===== config.mk =====
export PLATFORM = sky130hd
export DESIGN_NAME = gsh_ram
export DESIGN_NICKNAME = d
export VERILOG_FILES = /design/src/rtl/gsh_ram.sv
export SDC_FILE = /design/constraint.sdc
export NUM_CORES = 1
export LEC_CHECK = 0
export BUFFER_PORTS_ARGS = -buffer_cell sky130_fd_sc_hd__buf_2
export CELL_PAD_IN_SITES_DETAIL_PLACEMENT = 2
export CELL_PAD_IN_SITES_GLOBAL_PLACEMENT = 2
export CORE_ASPECT_RATIO = 1.75
export CORE_MARGIN = 3
export CORE_UTILIZATION = 40
export CTS_CLUSTER_SIZE = 8
export DETAILED_ROUTE_END_ITERATION = 6
export PLACE_DENSITY = 0.67
export SLEW_MARGIN = 20
export SYNTH_ARGS = -nofsm -noshare
export SYNTH_HDL_FRONTEND = slang
export SYNTH_SLANG_ARGS = --single-unit

===== constraint.sdc =====
create_clock -name clk_i -period 2.2 [get_ports clk_i]
set_input_delay 0.22 -clock clk_i [delete_from_list [all_inputs] [get_ports clk_i]]
set_output_delay 0.22 -clock clk_i [all_outputs]
set_load 0.02 [all_outputs]

===== src/rtl/gsh_ram.sv =====
module gsh_ram #(
  parameter int Width = 8,
  parameter int Depth = 16,
  localparam int AddrW = (Depth > 1) ? $clog2(Depth) : 1
) (
  input  logic             clk_i,
  input  logic             we_i,
  input  logic [AddrW-1:0] waddr_i,
  input  logic [Width-1:0] wdata_i,
  input  logic [AddrW-1:0] raddr_i,
  output logic [Width-1:0] rdata_o
);

  logic [Width-1:0] mem_q [Depth];

  // One write port and one registered read port.
  always_ff @(posedge clk_i) begin
    if (we_i) begin
      mem_q[waddr_i] <= wdata_i;
    end
    rdata_o <= mem_q[raddr_i];
  end

endmodule


==> impl_results.md <==
* Status: complete, no violations
* Worst skew pair latency at between 0.4 and 0.5 ns
* Vias in the first global route at 2,828
* Antenna-violating nets left at 0
* Main synth FF type: edfxtp_1
* Mapped cell area at a little over 5000 µm²
* Drc violations at 0
* Top cell type by total area after synthesis: edfxtp_1
* RSZ-0062 raised after global routing: false
* Fin Hold WS at 0.188 ns
* Detailed Place HPWL at ~8000 µm
* YS warnings at 0
* Initial DRT Pass Iterations at 4
* Crit end category: register
* Slew headroom at between 40% and 50%
* Cell area after placement at 5590 µm²
* Avg Inst Size Synth at roughly 22 µm²
* Finished Cell Area at ~6300 µm²
* EDFF count, synth at between 100 and 150
* Yosys reg bits at 136
* Max Slew Vio Count at 0
* Hold Vio Cnt, Final at 0
* Cell Pwr Density at between 1000 and 1500 nW/µm²
* H-tree Lvls at 4
* GP Congestion at 0.723
* Flop-to-flop setup slack at approximately 0.74 ns
* DIE HEIGHT at between 150 and 200 µm
* Max Cap Violations at 0
* Async SR Flop Fraction at 0%
* WL/cell at roughly 28 µm
* Leakage at around 2.1 nW
* Hold Crit Start: wdata_i[2]
* Crit share post-route at between 60% and 70%
* Setup TNS at 0 ns
* # nets final at around 300
* Die ar. at about 14,000 µm²
* Crit path from: mem_q[2][2]
* Final setup fails at 0
* Clock skew at roughly 0.0076 ns
* Final std cells w/o fill at roughly 470
* Die Span X at around 92 µm
* Top-count cell post-synth: edfxtp_1
* Largest net degree at the start of global routing at 33
* Fmax at ~680 MHz
* Worst-margin pin slew at 0.862 ns
* CTS Hold Bufs at 0
* Setup Crit Path Kind: reg2reg
* CTS sink count at around 140
* Post-DR vias/cell at 5.40
* CP Launch Type: register
* Critical Path AT at 1.75 ns
* Synth unique cells at 19
* First-pass GRT wire length at 19,300 µm
* Total wire length at between 10,000 and 15,000 µm
* Clock transition at path regs at about 0.06 ns
* PortBufs at 25
* Rows at between 50 and 60
* Grt ovf at 0
* Worst IR Drop VDD at 496 µV
* Area growth from synthesis to layout at 21.9%
* Ports at 26
* Post-CTS Setup Bufs at 0
* R2R cell count at 3
* Fin crit period at approximately 1.5 ns
* Post-CTS sizing at 0
* Sequential element share of the synthesized area at 77.8%
* Synth top cells by count: edfxtp_1 (128), mux4_2 (18), a22oi_1 (16)
* 1st-iter DRT viols at between 200 and 250
* CTS tree: yes
* Reg-to-Reg Start: mem_q[2][2]
* Num CTS Buffers at 17
* Top cell type's share of synthesized area at around three quarters
* Initial antenna violation count at 0
* Via count at approximately 2.5k
* Initial Util at between 40% and 50%
* Post-synthesis cell count at roughly 230
* Hold WC Path Type: in2reg
* Worst EP required at ~2.5 ns
* Antenna cells at 0
* Critical path peak fanout at 1
* Syn Nets at approximately 250
* Cells after DPL at between 400 and 500
* Finished Core Util at approximately 50%
* Overall routing resource usage at 19.5%
* Core area at 12,500 µm²
* Fraction of layout cells with a size suffix above 1 at between 30% and 40%
* Hold depth at 1
* Top post-synthesis cells by area: edfxtp_1 (75%), mux4_2 (7.9%), mux4_1 (7.1%), dfxtp_1 (3.1%), a22oi_1 (2.3%)
* Clock Root Buffer: clkbuf_16
* Bufs on Longest Clock Path at 2
-- flip-flops by register name, summed over array words and instances (netlist names) --
register / cells
mem_q: 128
rdata_o: 8
-- layout by cell type (no fill, tap or decap) --
cell type	n
a22oi_1	16
and2_1	1
and2b_1	1
buf_12	2
buf_2	25
buf_4	20
bufinv_16	7
clkbuf_1	3
clkbuf_16	17
clkinv_2	1
clkinv_4	3
clkinvlp_4	1
dfxtp_1	8
edfxtp_1	128
mux4_1	14
mux4_2	18
nand2_1	9
nand2b_1	2
nand3_1	1
nand3b_1	2
nor2_1	13
nor2b_1	1
nor3_1	4
or3b_2	1
-- per-stage QoR --
step                worst slack [ns]  total power [W]
floorplan                      0.487          0.00313
finish                         0.737          0.00656
global placement               0.456          0.00326
CTS                            0.718          0.00662
detailed placement             0.405          0.00328
global route                   0.664          0.00674
-- worst max-delay path, stage by stage, from the launching register on --
cell and delay (ns):
edfxtp_1 0.41, mux4_1 0.55, a22oi_1 0.27, nand2_1 0.10
-- per-layer routing --
layer	part of all wire (%)	track usage [%]
met1	40	23.7
met5	0	0
met2	56	34.4
met4	1.5	7.09
met3	3.1	3.57
-- kinds of logic after synthesis --
family / after synthesis / synth area share (%)
compound gates: 16 / 2.33
buf+inv: 10 / 1.68
flops: 136 / 77.8
mux: 32 / 15.0
simple gates: 35 / 3.18
-- layout make-up --
cell class                 count  area [µm²]
clock buffer                  20         437
fill                        1107        6230
multi-input combinational     83        1060
tap                          168         210
timing repair buffer          47         315
clock inverter                12         249
sequential                   136        4000
-- final timing paths --
| check | end |
|---|---|
| max | rdata_o[2] |
| min | mem_q[11][2] |
| max reg2reg | rdata_o[2] |
| min reg2reg | rdata_o[5] |
-- power breakdown --
part           switching [W]  leakage (nW)  internal (W)
Sequential         0.0000197          1.22       0.00290
Combinational       0.000185         0.596      0.000119
Clock                0.00109         0.328       0.00224
Total                0.00130          2.15       0.00526
(Power assumes the default switching activity.)
